**config.mk**
```make
export PLATFORM = sky130hd
export DESIGN_NAME = i2c_master_bit_engine
export DESIGN_NICKNAME = d
export VERILOG_FILES = /design/src/rtl/i2cmbe_pkg.sv /design/src/rtl/i2cmbe_seq.sv /design/src/rtl/i2c_master_bit_engine.sv
export SDC_FILE = /design/constraint.sdc
export NUM_CORES = 1
export LEC_CHECK = 0
export ABC_CLOCK_PERIOD_IN_PS = 2500
export BUFFER_PORTS_ARGS = -buffer_cell sky130_fd_sc_hd__buf_2
export CORE_MARGIN = 8
export CORE_UTILIZATION = 52
export CTS_CLUSTER_DIAMETER = 50
export CTS_CLUSTER_SIZE = 14
export DETAILED_ROUTE_END_ITERATION = 10
export PLACE_DENSITY_LB_ADDON = 0.12
export SYNTH_ARGS = -nofsm -noshare
export SYNTH_HDL_FRONTEND = slang
export SYNTH_SLANG_ARGS = --single-unit
```
**constraint.sdc**
```tcl
create_clock -name clk -period 2.5 [get_ports clk]
set_clock_uncertainty 0.15 [all_clocks]
set_input_delay 0.125 -clock clk [delete_from_list [all_inputs] [get_ports clk]]
set_output_delay 0.125 -clock clk [all_outputs]
set_load 0.05 [all_outputs]
```
**src/rtl/i2cmbe_pkg.sv**
```systemverilog
// Package for the I2C master bit engine: item kinds, field widths and the
// item, result and configuration-write types and the status codes shared by the sequencer and the top level.
// No dependencies.
package i2cmbe_pkg;

    localparam int KIND_W   = 3;
    localparam int BYTE_W   = 8;
    localparam int STATUS_W = 2;
    localparam int TICKS_W  = 8;
    localparam int IN_TDATA_W  = 16;
    localparam int OUT_TDATA_W = 16;

    localparam logic [KIND_W-1:0] KIND_START = 3'd0;
    localparam logic [KIND_W-1:0] KIND_WRITE = 3'd1;
    localparam logic [KIND_W-1:0] KIND_READ  = 3'd2;
    localparam logic [KIND_W-1:0] KIND_STOP  = 3'd3;
    localparam logic [KIND_W-1:0] KIND_TICK  = 3'd4;

    localparam logic [STATUS_W-1:0] STATUS_OK       = 2'd0;
    localparam logic [STATUS_W-1:0] STATUS_NO_ACK   = 2'd1;
    localparam logic [STATUS_W-1:0] STATUS_BUS_BUSY = 2'd2;

    localparam logic CFG_HALF_BIT  = 1'b0;
    localparam logic CFG_BUS_CHECK = 1'b1;

    localparam logic [TICKS_W-1:0] HALF_BIT_RESET  = 8'd1;
    localparam logic [TICKS_W-1:0] BUS_CHECK_RESET = 8'd10;

    typedef struct packed {
        logic [KIND_W-1:0] kind;
        logic [BYTE_W-1:0] byte_value;
        logic              read_direction;
        logic              send_ack;
        logic              sda_line;
        logic              scl_line;
    } item_t;

    typedef struct packed {
        logic [BYTE_W-1:0]   read_data;
        logic [STATUS_W-1:0] status;
        logic                done_res;
        logic                busy_res;
        logic                sda_drive;
        logic                scl_drive;
    } result_t;

    typedef struct packed {
        logic         wr_en;
        logic         index;
        logic [TICKS_W-1:0] data;
    } cfg_write_t;

endpackage

```
**src/rtl/i2cmbe_seq.sv**
```systemverilog
// Sequencer of the I2C master bit engine: configuration registers, the phase
// machine and the line levels; phase and line levels are updated once per accepted transaction.
// Depends on i2cmbe_pkg.
module i2cmbe_seq
    import i2cmbe_pkg::*;
(
    input  logic       clk,
    input  logic       rst_n,
    input  cfg_write_t cfg,
    input  logic       accept,
    input  item_t      item,
    output result_t    result
);

    localparam int PH_W = 4;
    localparam logic [PH_W-1:0] PH_IDLE        = 4'd0;
    localparam logic [PH_W-1:0] PH_START_CHECK = 4'd1;
    localparam logic [PH_W-1:0] PH_START_HOLD  = 4'd2;
    localparam logic [PH_W-1:0] PH_TX_HIGH     = 4'd3;
    localparam logic [PH_W-1:0] PH_TX_LOW      = 4'd4;
    localparam logic [PH_W-1:0] PH_ACK_HIGH    = 4'd5;
    localparam logic [PH_W-1:0] PH_ACK_SAMPLE  = 4'd6;
    localparam logic [PH_W-1:0] PH_RX_HIGH     = 4'd7;
    localparam logic [PH_W-1:0] PH_RX_SAMPLE   = 4'd8;
    localparam logic [PH_W-1:0] PH_RXACK_HIGH  = 4'd9;
    localparam logic [PH_W-1:0] PH_RXACK_LOW   = 4'd10;
    localparam logic [PH_W-1:0] PH_STOP_HIGH   = 4'd11;
    localparam logic [PH_W-1:0] PH_STOP_REL    = 4'd12;
    localparam logic [PH_W-1:0] PH_STOP_END    = 4'd13;

    logic [TICKS_W-1:0]  half_bit_reg;
    logic [TICKS_W-1:0]  bus_check_reg;
    logic [PH_W-1:0]     phase_reg, phase_next;
    logic [3:0]          bit_count_reg, bit_count_next;
    logic [BYTE_W-1:0]   shift_reg, shift_next;
    logic [TICKS_W-1:0]  wait_reg, wait_next;
    logic                scl_reg, scl_next;
    logic                sda_reg, sda_next;
    logic                ack_choice_reg, ack_choice_next;
    logic [STATUS_W-1:0] status_reg, status_next;
    logic [BYTE_W-1:0]   received_reg, received_next;
    logic                done;
    logic [TICKS_W-1:0]  half_units;
    logic [TICKS_W-1:0]  check_units;
    logic [3:0]          bit_count_dec;

    assign half_units    = (half_bit_reg == '0) ? TICKS_W'(1) : half_bit_reg;
    assign check_units   = (bus_check_reg == '0) ? TICKS_W'(1) : bus_check_reg;
    assign bit_count_dec = bit_count_reg - 4'd1;

    always_comb
    begin
        phase_next      = phase_reg;
        bit_count_next  = bit_count_reg;
        shift_next      = shift_reg;
        wait_next       = wait_reg;
        scl_next        = scl_reg;
        sda_next        = sda_reg;
        ack_choice_next = ack_choice_reg;
        status_next     = status_reg;
        received_next   = received_reg;
        done            = 1'b0;
        if (accept)
        begin
            if (item.kind == KIND_TICK)
            begin
                if (phase_reg != PH_IDLE)
                begin
                    if (wait_reg > TICKS_W'(1))
                    begin
                        wait_next = wait_reg - TICKS_W'(1);
                    end
                    else
                    begin
                        wait_next = '0;
                        unique case (phase_reg)
                            PH_START_CHECK:
                            begin
                                if (!item.sda_line || !item.scl_line)
                                begin
                                    status_next = STATUS_BUS_BUSY;
                                    phase_next  = PH_IDLE;
                                    done        = 1'b1;
                                end
                                else
                                begin
                                    sda_next   = 1'b0;
                                    wait_next  = half_units;
                                    phase_next = PH_START_HOLD;
                                end
                            end
                            PH_START_HOLD:
                            begin
                                scl_next       = 1'b0;
                                bit_count_next = 4'd8;
                                sda_next       = shift_reg[BYTE_W-1];
                                shift_next     = {shift_reg[BYTE_W-2:0], 1'b0};
                                wait_next      = half_units;
                                phase_next     = PH_TX_HIGH;
                            end
                            PH_TX_HIGH:
                            begin
                                scl_next   = 1'b1;
                                wait_next  = half_units;
                                phase_next = PH_TX_LOW;
                            end
                            PH_TX_LOW:
                            begin
                                scl_next       = 1'b0;
                                bit_count_next = bit_count_dec;
                                wait_next      = half_units;
                                if (bit_count_dec != 4'd0)
                                begin
                                    sda_next   = shift_reg[BYTE_W-1];
                                    shift_next = {shift_reg[BYTE_W-2:0], 1'b0};
                                    phase_next = PH_TX_HIGH;
                                end
                                else
                                begin
                                    sda_next   = 1'b1;
                                    phase_next = PH_ACK_HIGH;
                                end
                            end
                            PH_ACK_HIGH:
                            begin
                                scl_next   = 1'b1;
                                wait_next  = half_units;
                                phase_next = PH_ACK_SAMPLE;
                            end
                            PH_ACK_SAMPLE:
                            begin
                                scl_next    = 1'b0;
                                status_next = item.sda_line ? STATUS_NO_ACK : STATUS_OK;
                                phase_next  = PH_IDLE;
                                done        = 1'b1;
                            end
                            PH_RX_HIGH:
                            begin
                                scl_next   = 1'b1;
                                wait_next  = half_units;
                                phase_next = PH_RX_SAMPLE;
                            end
                            PH_RX_SAMPLE:
                            begin
                                shift_next     = {shift_reg[BYTE_W-2:0], item.sda_line};
                                scl_next       = 1'b0;
                                bit_count_next = bit_count_dec;
                                wait_next      = half_units;
                                if (bit_count_dec != 4'd0)
                                begin
                                    phase_next = PH_RX_HIGH;
                                end
                                else
                                begin
                                    sda_next   = !ack_choice_reg;
                                    phase_next = PH_RXACK_HIGH;
                                end
                            end
                            PH_RXACK_HIGH:
                            begin
                                scl_next   = 1'b1;
                                wait_next  = half_units;
                                phase_next = PH_RXACK_LOW;
                            end
                            PH_RXACK_LOW:
                            begin
                                scl_next      = 1'b0;
                                received_next = shift_reg;
                                status_next   = STATUS_OK;
                                phase_next    = PH_IDLE;
                                done          = 1'b1;
                            end
                            PH_STOP_HIGH:
                            begin
                                scl_next   = 1'b1;
                                wait_next  = half_units;
                                phase_next = PH_STOP_REL;
                            end
                            PH_STOP_REL:
                            begin
                                sda_next   = 1'b1;
                                wait_next  = half_units;
                                phase_next = PH_STOP_END;
                            end
                            PH_STOP_END:
                            begin
                                status_next = STATUS_OK;
                                phase_next  = PH_IDLE;
                                done        = 1'b1;
                            end
                            default:
                            begin
                                phase_next = PH_IDLE;
                            end
                        endcase
                    end
                end
            end
            else if (phase_reg == PH_IDLE)
            begin
                unique case (item.kind)
                    KIND_START:
                    begin
                        sda_next   = 1'b1;
                        scl_next   = 1'b1;
                        shift_next = {item.byte_value[BYTE_W-1:1], item.read_direction};
                        wait_next  = check_units;
                        phase_next = PH_START_CHECK;
                    end
                    KIND_WRITE:
                    begin
                        bit_count_next = 4'd8;
                        sda_next       = item.byte_value[BYTE_W-1];
                        shift_next     = {item.byte_value[BYTE_W-2:0], 1'b0};
                        wait_next      = half_units;
                        phase_next     = PH_TX_HIGH;
                    end
                    KIND_READ:
                    begin
                        sda_next        = 1'b1;
                        bit_count_next  = 4'd8;
                        shift_next      = '0;
                        ack_choice_next = item.send_ack;
                        wait_next       = half_units;
                        phase_next      = PH_RX_HIGH;
                    end
                    KIND_STOP:
                    begin
                        sda_next   = 1'b0;
                        wait_next  = half_units;
                        phase_next = PH_STOP_HIGH;
                    end
                    default:
                    begin
                    end
                endcase
            end
        end
    end

    always_comb
    begin
        result.scl_drive = scl_next;
        result.sda_drive = sda_next;
        result.busy_res  = (phase_next != PH_IDLE);
        result.done_res  = done;
        result.status    = status_next;
        result.read_data = received_next;
    end

    always_ff @(posedge clk or negedge rst_n)
    begin
        if (!rst_n)
        begin
            half_bit_reg   <= HALF_BIT_RESET;
            bus_check_reg  <= BUS_CHECK_RESET;
            phase_reg      <= PH_IDLE;
            bit_count_reg  <= '0;
            shift_reg      <= '0;
            wait_reg       <= '0;
            scl_reg        <= 1'b1;
            sda_reg        <= 1'b1;
            ack_choice_reg <= 1'b0;
            status_reg     <= STATUS_OK;
            received_reg   <= '0;
        end
        else
        begin
            if (cfg.wr_en && cfg.index == CFG_HALF_BIT)
            begin
                half_bit_reg <= cfg.data;
            end
            if (cfg.wr_en && cfg.index == CFG_BUS_CHECK)
            begin
                bus_check_reg <= cfg.data;
            end
            phase_reg      <= phase_next;
            bit_count_reg  <= bit_count_next;
            shift_reg      <= shift_next;
            wait_reg       <= wait_next;
            scl_reg        <= scl_next;
            sda_reg        <= sda_next;
            ack_choice_reg <= ack_choice_next;
            status_reg     <= status_next;
            received_reg   <= received_next;
        end
    end

    // Any phase other than idle always has a delay pending.
    assert property (@(posedge clk) disable iff (!rst_n)
        (phase_reg != PH_IDLE) |-> (wait_reg != '0))
        else $error("active phase without a pending delay");

    // The bit counter stays within one byte while bits are being moved.
    assert property (@(posedge clk) disable iff (!rst_n)
        (phase_reg == PH_TX_HIGH || phase_reg == PH_TX_LOW ||
         phase_reg == PH_RX_HIGH || phase_reg == PH_RX_SAMPLE)
        |-> (bit_count_reg != 4'd0 && bit_count_reg <= 4'd8))
        else $error("bit counter out of range during a byte");

    // Completion is reported only on a tick that leaves an active phase.
    assert property (@(posedge clk) disable iff (!rst_n)
        done |-> (accept && item.kind == KIND_TICK && phase_reg != PH_IDLE &&
                  phase_next == PH_IDLE))
        else $error("completion reported outside an active phase");

    // Without a transaction the sequencer holds its state.
    assert property (@(posedge clk) disable iff (!rst_n)
        !accept |=> ($stable(phase_reg) && $stable(wait_reg) && $stable(scl_reg) &&
                     $stable(sda_reg)))
        else $error("sequencer state changed without a transaction");

endmodule

```
**src/rtl/i2c_master_bit_engine.sv**
```systemverilog
// A result is captured in the output register in the cycle after its input transaction is accepted.
// Throughput: one transaction per cycle unless the output stalls; the sequencer updates its
// phase, counters and line levels in the same cycle that it accepts an item. A new item is taken
// while the output register is empty or its result is being taken; a waiting result holds off input.
// Reset: asynchronous, active low; lines released, engine idle, delays 1 and 10 ticks.
// Top level of the I2C master bit engine. Depends on i2cmbe_pkg and i2cmbe_seq.
module i2c_master_bit_engine
    import i2cmbe_pkg::*;
(
    input  logic                   clk,
    input  logic                   rst_n,
    input  logic                   cfg_wr_en,
    input  logic                   cfg_index,
    input  logic [TICKS_W-1:0]     cfg_data,
    input  logic                   s_tvalid,
    output logic                   s_tready,
    // byte_value[7:0], read_direction[8], send_ack[9], sda_line[10], scl_line[11]
    input  logic [IN_TDATA_W-1:0]  s_tdata,
    // kind[2:0]
    input  logic [KIND_W-1:0]      s_tuser,
    output logic                   m_tvalid,
    input  logic                   m_tready,
    // scl_drive[0], sda_drive[1], busy_res[2], done_res[3], status[5:4], read_data[13:6]
    output logic [OUT_TDATA_W-1:0] m_tdata
);

    cfg_write_t cfg;
    item_t      item;
    result_t    result;
    logic       accept;
    logic       out_valid_reg;
    result_t    out_reg;

    assign cfg.wr_en = cfg_wr_en;
    assign cfg.index = cfg_index;
    assign cfg.data  = cfg_data;

    assign item.kind           = s_tuser;
    assign item.byte_value     = s_tdata[7:0];
    assign item.read_direction = s_tdata[8];
    assign item.send_ack       = s_tdata[9];
    assign item.sda_line       = s_tdata[10];
    assign item.scl_line       = s_tdata[11];

    assign s_tready = !out_valid_reg || m_tready;
    assign accept   = s_tvalid && s_tready;

    i2cmbe_seq u_seq
    (
        .clk    (clk),
        .rst_n  (rst_n),
        .cfg    (cfg),
        .accept (accept),
        .item   (item),
        .result (result)
    );

    always_ff @(posedge clk or negedge rst_n)
    begin
        if (!rst_n)
        begin
            out_valid_reg <= 1'b0;
        end
        else if (accept)
        begin
            out_valid_reg <= 1'b1;
        end
        else if (m_tready)
        begin
            out_valid_reg <= 1'b0;
        end
    end

    always_ff @(posedge clk)
    begin
        if (accept)
        begin
            out_reg <= result;
        end
    end

    assign m_tvalid = out_valid_reg;
    assign m_tdata  = {(OUT_TDATA_W - $bits(result_t))'(0), out_reg};

endmodule
```
==> metrics, run 1 <==
number of global-route vias before repair=between 3k and 4k; Main synth FF type=dfrtp_1; Reg clk slew, reported paths=around 0.080 ns; setup slack at placement=-0.195 ns; Buf/Inv on CP=4; Yosys Warn Count=0; largest net degree at the start of global routing=29; slowest CP cell=dfrtp_1; Die Y=103 microns; Root Driver=clkbuf_8; Max H-tree Level=3; initial antenna violation count=0; crit path kind=reg2reg; CP Max Fanout=4; FFs w/ async S/R, synth=0.794; layout cells sized above 1=0.385; clock tree buffer depth=2; I/O pins=51; Hold Path Class=in2reg; setup violators final=1; Row Count=31; Num Clock Sinks=just under 70; Worst setup EP type=flop; Clock Power Share=0.248; critical path launch point type=flop; Remaining DRCs=0; Yosys top cell by area=dfrtp_1; power consumption=between 3 and 4 mW; area post-placement=about 4600 sq um; via count=approximately 3.7k; Starting Density=0.537; drt initial violations=~270; sequential fraction of design power=0.420; final non-filler cell total=605; failing checks=setup timing; sequential element share of the synthesized area=0.454; min-delay src=s_tdata[8]; Slew @ Worst Pin=about 0.76 ns; CP max stage delay=0.40 ns; Crit path max-delay family=compound AO/OA/AOI/OAI gates; Post-Syn Area=just under 4000 sq um; P_int=2.22 mW; n_diodes=0; sw power=around 1.2 mW; number of synthesized register bits=between 60 and 70; main area contributors after synthesis=dfrtp_1 31%, edfxtp_1 11%, mux2_2 9.8%; Yosys top cell area share=0.313; GP Congestion=roughly 0.94; crit path DAT=between 2 and 2.5 ns; Yosys cell types=63; first-pass GRT wire length=18200 microns; Overflow after GRT=0; clk_lat worst skew=0.35 ns; drt first pass iters=6; final slew viol count=0; pwr dens=676 nW/um^2; Max Cap Violations=0; Final ANT Viol Nets=0; Avg Cell Area, Syn=just under 10 sq um; input/output buffers=between 40 and 50; f_max=between 300 and 400 MHz; Num CTS Buffers=9; most frequent cell after synthesis=dfrtp_1; final period utilization=1.00; fin area=5120 sq um; status=complete, but fails checks; Final Hold Vio Count=0; Die ar.=~11000 sq um; hold slack=roughly 0.062 ns; Avg WL per Cell=approximately 18 microns; Vias per Instance=about 6.0; Worst Path Required=2.44 ns; Cells after DPL=563; Cells after Synth=394; Layout area overhead=30.8%; Largest register FFs=14; Combinational Power Share=0.332; GR Util All Layers=0.222; Detailed Route WL=11100 microns; switching share of power=0.359; r2r startpoint=u_seq.wait_reg[0]; Final Critical Period=between 2 and 3 ns; RSZ-0062 raised after global routing=yes; number of synthesized flops with an enable pin=14; post-route setup slack=-0.00137 ns; Setup TNS Final=-0.00137 ns; die span in x=approximately 100 microns; Core ar.=~7300 sq um; most frequent CP cell=buf_4; fin util=0.702; CTS tree=built; CP startpoint=u_seq.wait_reg[0]; reg2reg setup slack=-0.001 ns; hpwl dp=~8000 microns; CP Cell Sequence=inv_1 -> ha_2 -> nor2_1 -> buf_4 -> nor4_4 -> buf_4 -> buf_4 -> nand3_1 -> a221o_1 -> o221ai_1 -> a2111o_1; synth cell count leaders=49 x dfrtp_1, 34 x mux2_2, 33 x nor2_1, 28 x nand2_1, 27 x a21oi_1; Leakage=between 2 and 2.5 nW; Worst slew margin=0.494; Post-layout nets=540; Max VDD drop=roughly 0.00056 V
==> power by group through the flow <==
| stage | clock (mW) | combinational (mW) | sequential, mW |
|---|---|---|---|
| finish | 0.859 | 1.15 | 1.45 |
| global route | 0.921 | 1.24 | 1.48 |
| CTS | 0.885 | 1.08 | 1.45 |
| detailed placement | 0 | 1.02 | 1.47 |
| global placement | 0 | 1.01 | 1.46 |
| floorplan | 0 | 0.609 | 1.48 |
==> placed cells by master, fill, tap and decap left out, types with 4 or more instances in the layout <==
cell type,count
a211oi_1,6
a21oi_1,26
a221o_1,4
a31oi_1,10
buf_2,44
buf_4,54
buf_6,4
clkbuf_8,10
dfrtp_1,48
dfstp_2,5
dlygate4sd3_1,13
edfxtp_1,14
inv_1,9
mux2_2,34
nand2_1,27
nand2b_1,7
nand3_1,10
nor2_1,32
nor2b_1,5
nor3_1,12
nor4_1,4
o211ai_1,5
o21ai_0,21
o22ai_1,10
==> what timing repair did <==
action | in CTS | in global routing
endpoints found under the setup margin | 26 | 25
buffers inserted | 9 | 4
hold endpoints to repair | 43 | 0
hold buffers | 13 | 0
pin swaps | 11 | 8
gates resized for setup | 14 | 12
cloned | 0 | 0
==> worst reg2reg max path, stage by stage (launching register included) <==
cell	delay, ns
dfrtp_1	0.40
inv_1	0.08
ha_2	0.19
nor2_1	0.15
buf_4	0.15
nor4_4	0.05
buf_4	0.14
buf_4	0.13
nand3_1	0.12
a221o_1	0.13
o221ai_1	0.16
a2111o_1	0.38
==> logic make-up after synthesis <==
group           count (synthesis)  synth area share
fa+ha+maj                       6            0.0192
flops                          68             0.454
simple gates                  127             0.173
buf+inv                        34            0.0352
xor+xnor                        2           0.00448
mux                            36             0.103
other cells                     1          0.000958
compound gates                120             0.210
==> path summary, 6_finish.rpt <==
path,to,cells past startpoint
max,m_tdata[2],11
min,u_seq.shift_reg[0],4
max reg2reg,m_tdata[2],11
min reg2reg,u_seq.received_reg[6],1
max in group asynchronous,u_seq.half_bit_reg[0],3
min in group asynchronous,u_seq.status_reg[1],2
==> area by class of cell <==
type                    count  area [sq um]
inverters                  12          48.8
flip-flops and latches     68          1780
repair buffers            117           841
fillers                   621          2170
clock inverters             6          45.0
well taps                  99           124
multi-input cells         293          2150
clock buffers              10           138
==> layer usage <==
metal | global-route usage | wire length [microns]
met1 | 0.297 | 5100
met2 | 0.350 | 5070
met3 | 0.0479 | 737
met5 | 0 | 0
met4 | 0.0690 | 200
Power figures use the tool's default switching activity.
==> run 2, diff against run 1 <==
--- a/config.mk
+++ b/config.mk
@@ -16,3 +16,4 @@
 export SYNTH_ARGS = -nofsm -noshare
 export SYNTH_HDL_FRONTEND = slang
 export SYNTH_SLANG_ARGS = --single-unit
+export TNS_END_PERCENT = 5
==> metrics, run 2 (synthesis gave the netlist of run 1 again) <==
status=complete, but fails checks (unchanged); failing checks=setup timing (unchanged); Final Critical Period=2.55 ns (was 2.50 ns); largest net degree at the start of global routing=23 (was 29); GP Congestion=0.958 (was 0.941); Worst Path Required=2.45 ns (was 2.44 ns); f_max=392 MHz (was 400 MHz); Layout area overhead=28.3% (was 30.8%); drt first pass iters=4 (was 6); final slew viol count=0 (unchanged); Reg clk slew, reported paths=0.08 ns (about the same); Max H-tree Level=3 (unchanged); register area=1780 sq um (about the same); Max Cap Violations=0 (unchanged); Leakage=2.14 nW (was 2.22 nW); pwr dens=696 nW/um^2 (was 676 nW/um^2); I/O pins=51 (unchanged); crit path DAT=2.50 ns (was 2.44 ns); Post-layout nets=530 (was 540); Detailed Route WL=10900 microns (was 11100 microns); via count=3587 (was 3657); GR Util met3=0.0432 (was 0.0479); hold slack=0.0666 ns (was 0.0616 ns); input/output buffers=44 (unchanged); Final Hold Vio Count=0 (unchanged); clock tree buffer depth=2 (unchanged); Max VDD drop=0.000428 V (was 0.000561 V); global routing's busiest layer=met2 (unchanged); critical path launch point type=flop (unchanged); Hold Path Class=in2reg (unchanged); GR Util All Layers=0.217 (was 0.222); initial antenna violation count=0 (unchanged); grt met2 use=0.357 (was 0.350); Multi-input gate area=2120 sq um (was 2150 sq um); Num CTS Buffers=9 (unchanged); Worst slew margin=0.528 (was 0.494); Fill cells=594 (was 621); Root Driver=clkbuf_8 (unchanged); final period utilization=1.02 (was 1.00); Core ar.=7290 sq um (unchanged); CTS tree=built (unchanged); Remaining DRCs=0 (unchanged); Die Y=103 microns (unchanged); number of global-route vias before repair=3599 (was 3666); drt initial violations=224 (was 269); clk_lat worst skew=0.36 ns (was 0.35 ns); power consumption=3.49 mW (was 3.46 mW); Vias per Instance=6.03 (was 6.04); post-route setup slack=-0.0510 ns (was -0.00137 ns); CP Max Fanout=4 (unchanged); first-pass GRT wire length=17800 microns (was 18200 microns); Die ar.=10600 sq um (unchanged); n_diodes=0 (unchanged); die span in x=103 microns (unchanged); Avg WL per Cell=18.3 microns (was 18.4 microns); hpwl dp=7820 microns (was 7980 microns); Overflow after GRT=0 (unchanged); final non-filler cell total=595 (was 605); RSZ-0062 raised after global routing=yes (unchanged); Starting Density=0.537 (unchanged); Row Count=31 (unchanged); most common cell after layout, fill and taps aside=buf_4 (unchanged); grt met1 use=0.268 (was 0.297); crit path kind=reg2reg (unchanged); Worst setup EP type=flop (unchanged); Num Clock Sinks=68 (unchanged); Cells after DPL=563 (unchanged); Final ANT Viol Nets=0 (unchanged); Slew @ Worst Pin=0.707 ns (was 0.757 ns); setup violators final=2 (was 1); commonest cells after routing, fill and taps aside=48 x buf_4, 47 x dfrtp_1, 44 x buf_2 (was 54 x buf_4, 48 x dfrtp_1, 44 x buf_2); Largest register FFs=14 (unchanged); layout cells sized above 1=0.363 (was 0.385)
[run 2: final timing paths]
check / from / endpoint / slack (ns) / depth (start not counted)
worst min register to register: u_seq.received_reg[2] / u_seq.received_reg[2] / 0.35 / 1
max in group asynchronous: rst_n / u_seq.bus_check_reg[3] / 1.44 / 3
worst max-delay path: u_seq.bit_count_reg[0] / m_tdata[2] / -0.05 / 6
worst min-delay path: s_tdata[8] / u_seq.shift_reg[0] / 0.07 / 4
worst max register to register: u_seq.bit_count_reg[0] / m_tdata[2] / -0.05 / 6
min in group asynchronous: rst_n / u_seq.received_reg[5] / 0.08 / 2
[run 2: area by class of cell]
cell class / instances / share of cell area
repair buffers: 107 / 0.149
well taps: 99 / 0.0247
clock buffers: 11 / 0.0281
flip-flops and latches: 68 / 0.354
clock inverters: 5 / 0.0122
multi-input cells: 293 / 0.421
inverters: 12 / 0.00971
[run 2: worst max-delay path: stages (launching register included)]
cell	delay [ns]
dfrtp_1	0.41
ha_1	0.23
and4b_1	0.22
or2_4	0.27
and3_1	0.21
or4_4	0.43
a2111o_1	0.39
[run 2: routing by layer]
layer	up-vias	wire length (microns)
li1	1686	-
met2	151	5370
met1	1727	4630
met4	0	254
met5	-	0
met3	23	663
[run 2: power by group]
| part | internal, mW | switching (mW) | leakage (nW) |
|---|---|---|---|
| Sequential | 1.30 | 0.167 | 0.796 |
| Combinational | 0.492 | 0.597 | 1.25 |
| Clock | 0.489 | 0.449 | 0.0918 |
[run 2: repair_timing]
action,CTS,global route
hold buffers,13,0
endpoints found under the setup margin,10,27
buffers inserted,0,3
gates cloned,0,0
gates resized for setup,2,21
pin swaps,1,4
endpoints found under the hold margin,69,0
[run 2: per-stage QoR]
step           instance area, sq um  utilization  setup WS (ns)  setup TNS (ns)
2_1_floorplan                  3940            -        -0.0504          -0.403
4_1_cts                        4910        0.674        -0.0448         -0.0448
5_1_grt                        5020        0.689         -0.110          -0.365
6_report                       5020        0.689        -0.0510         -0.0772
3_3_place_gp                   4570        0.626        -0.0216         -0.0216
3_5_place_dp                   4570        0.626        -0.0890          -0.210
==> run 3, diff against run 2 <==
--- a/config.mk
+++ b/config.mk
@@ -5,7 +5,7 @@
 export SDC_FILE = /design/constraint.sdc
 export NUM_CORES = 1
 export LEC_CHECK = 0
-export ABC_CLOCK_PERIOD_IN_PS = 2500
+export ABC_CLOCK_PERIOD_IN_PS = 2300
 export BUFFER_PORTS_ARGS = -buffer_cell sky130_fd_sc_hd__buf_2
 export CORE_MARGIN = 8
 export CORE_UTILIZATION = 52
==> constraint.sdc (replaced) <==
create_clock -name clk -period 2.3 [get_ports clk]
set_clock_uncertainty 0.15 [all_clocks]
set_input_delay 0.115 -clock clk [delete_from_list [all_inputs] [get_ports clk]]
set_output_delay 0.115 -clock clk [all_outputs]
set_load 0.05 [all_outputs]
==> metrics, run 3 (synthesis gave the netlist of run 1 again) <==
failing checks=hold timing, setup timing (was setup timing); crit path kind=reg2reg (unchanged); Layout area overhead=36.6% (was 28.3%); layout cells sized above 1=0.426 (was 0.363); RSZ-0062 raised after global routing=yes (unchanged); Core ar.=7290 sq um (unchanged); critical path launch point type=flop (unchanged); via count=3715 (was 3587); Final Hold Vio Count=1 (was 0); hpwl dp=8610 microns (was 7820 microns); register area=1780 sq um (about the same); Max H-tree Level=3 (unchanged); GR Util All Layers=0.237 (was 0.217); Avg WL per Cell=19.2 microns (was 18.3 microns); Die Y=103 microns (unchanged); GP Congestion=0.927 (was 0.958); Num Clock Sinks=68 (unchanged); number of global-route vias before repair=3765 (was 3599); fin util=0.733 (was 0.689); min-delay src=s_tdata[10] (was s_tdata[8]); CP Max Fanout=4 (unchanged); Max Cap Violations=0 (unchanged); drt initial violations=156 (was 224); Worst slew margin=0.519 (was 0.528); area post-placement=4790 sq um (was 4570 sq um); clock tree buffer depth=2 (unchanged); final slew viol count=0 (unchanged); Reg clk slew, reported paths=0.08 ns (about the same); commonest cells after routing, fill and taps aside=67 x buf_4, 46 x dfrtp_1, 44 x buf_2 (was 48 x buf_4, 47 x dfrtp_1, 44 x buf_2); Remaining DRCs=0 (unchanged); drt first pass iters=5 (was 4); f_max=406 MHz (was 392 MHz); Worst Path Required=2.25 ns (was 2.45 ns); r2r startpoint=u_seq.bit_count_reg[0] (unchanged); Largest register FFs=14 (unchanged); fin area=5350 sq um (was 5020 sq um); Die ar.=10600 sq um (unchanged); Detailed Route WL=11800 microns (was 10900 microns); Root Driver=clkbuf_8 (unchanged); Starting Density=0.537 (unchanged); post-route setup slack=-0.164 ns (was -0.0510 ns); Max VDD drop=0.000646 V (was 0.000428 V); status=complete, but fails checks (unchanged); Num CTS Buffers=9 (unchanged); Multi-input gate area=2270 sq um (was 2120 sq um); CTS tree=built (unchanged); Vias per Instance=6.01 (was 6.03); clk_lat worst skew=0.35 ns (was 0.36 ns); Row Count=31 (unchanged); Slew @ Worst Pin=0.720 ns (was 0.707 ns); Leakage=2.30 nW (was 2.14 nW); setup violators final=16 (was 2); Fill cells=575 (was 594); reg2reg setup slack=-0.16 ns (was -0.05 ns); die span in x=103 microns (unchanged); power consumption=3.92 mW (was 3.49 mW); first-pass GRT wire length=19100 microns (was 17800 microns); I/O pins=51 (unchanged); Worst setup EP type=flop (unchanged); n_diodes=0 (unchanged); input/output buffers=44 (unchanged); Overflow after GRT=0 (unchanged); crit path DAT=2.42 ns (was 2.50 ns); largest net degree at the start of global routing=55 (was 23); CP startpoint=u_seq.bit_count_reg[0] (unchanged); hold slack=-0.00210 ns (was 0.0666 ns); final period utilization=1.07 (was 1.02); Hold Path Class=in2reg (unchanged); initial antenna violation count=0 (unchanged); Final ANT Viol Nets=0 (unchanged); most common cell after layout, fill and taps aside=buf_4 (unchanged); pwr dens=733 nW/um^2 (was 696 nW/um^2); Post-layout nets=553 (was 530); Final Critical Period=2.46 ns (was 2.55 ns)
[run 3: final timing paths]
| path | to | cells past startpoint |
|---|---|---|
| worst max-delay path | m_tdata[2] | 7 |
| worst min-delay path | u_seq.status_reg[0] | 3 |
| worst max register to register | m_tdata[2] | 7 |
| worst min register to register | u_seq.scl_reg | 1 |
| max in group asynchronous | m_tvalid | 3 |
| min in group asynchronous | u_seq.bus_check_reg[5] | 3 |
[run 3: where the power goes]
group / leakage (nW) / switching, mW / internal [mW]
registers: 0.795 / 0.182 / 1.41
logic: 1.41 / 0.721 / 0.628
clock network: 0.0943 / 0.487 / 0.489
total: 2.30 / 1.39 / 2.53
[run 3: per-layer routing]
metal  share of wire  track usage
met4           0.037        0.106
met3           0.054       0.0574
met1            0.41        0.286
met2            0.50        0.394
met5               0            0
[run 3: cell type report]
| cell class | count | area share |
|---|---|---|
| tap | 99 | 0.0232 |
| clock buffer | 12 | 0.0311 |
| inverter | 12 | 0.00912 |
| clock inverter | 4 | 0.00562 |
| timing repair buffer | 130 | 0.174 |
| multi-input combinational | 293 | 0.424 |
| sequential | 68 | 0.333 |
[run 3: what timing repair did]
| action | 4_1_cts | 5_1_grt |
|---|---|---|
| pin swaps | 10 | 11 |
| setup endpoints to repair | 44 | 40 |
| setup buffers | 1 | 1 |
| hold buffers | 12 | 0 |
| gates resized for setup | 24 | 22 |
| hold endpoints to repair | 67 | 0 |
[run 3: through the flow]
step / hold WS (ns) / std cells / TNS (ns) / setup WS [ns]
after floorplan: -0.331 / 395 / -0.558 / -0.164
after global placement: 0.137 / 588 / -2.12 / -0.170
after detailed placement: 0.145 / 588 / -3.63 / -0.215
after CTS: 0.00356 / 617 / -1.56 / -0.200
after global routing: 0.00673 / 618 / -3.32 / -0.205
final: -0.00210 / 618 / -0.975 / -0.164
[run 3: critical path, stage by stage, from the launching register on]
cell	delay, ns
dfrtp_2	0.44
inv_2	0.07
ha_4	0.16
and4b_1	0.18
or2_4	0.27
and3_4	0.15
or4_4	0.42
a2111o_1	0.38
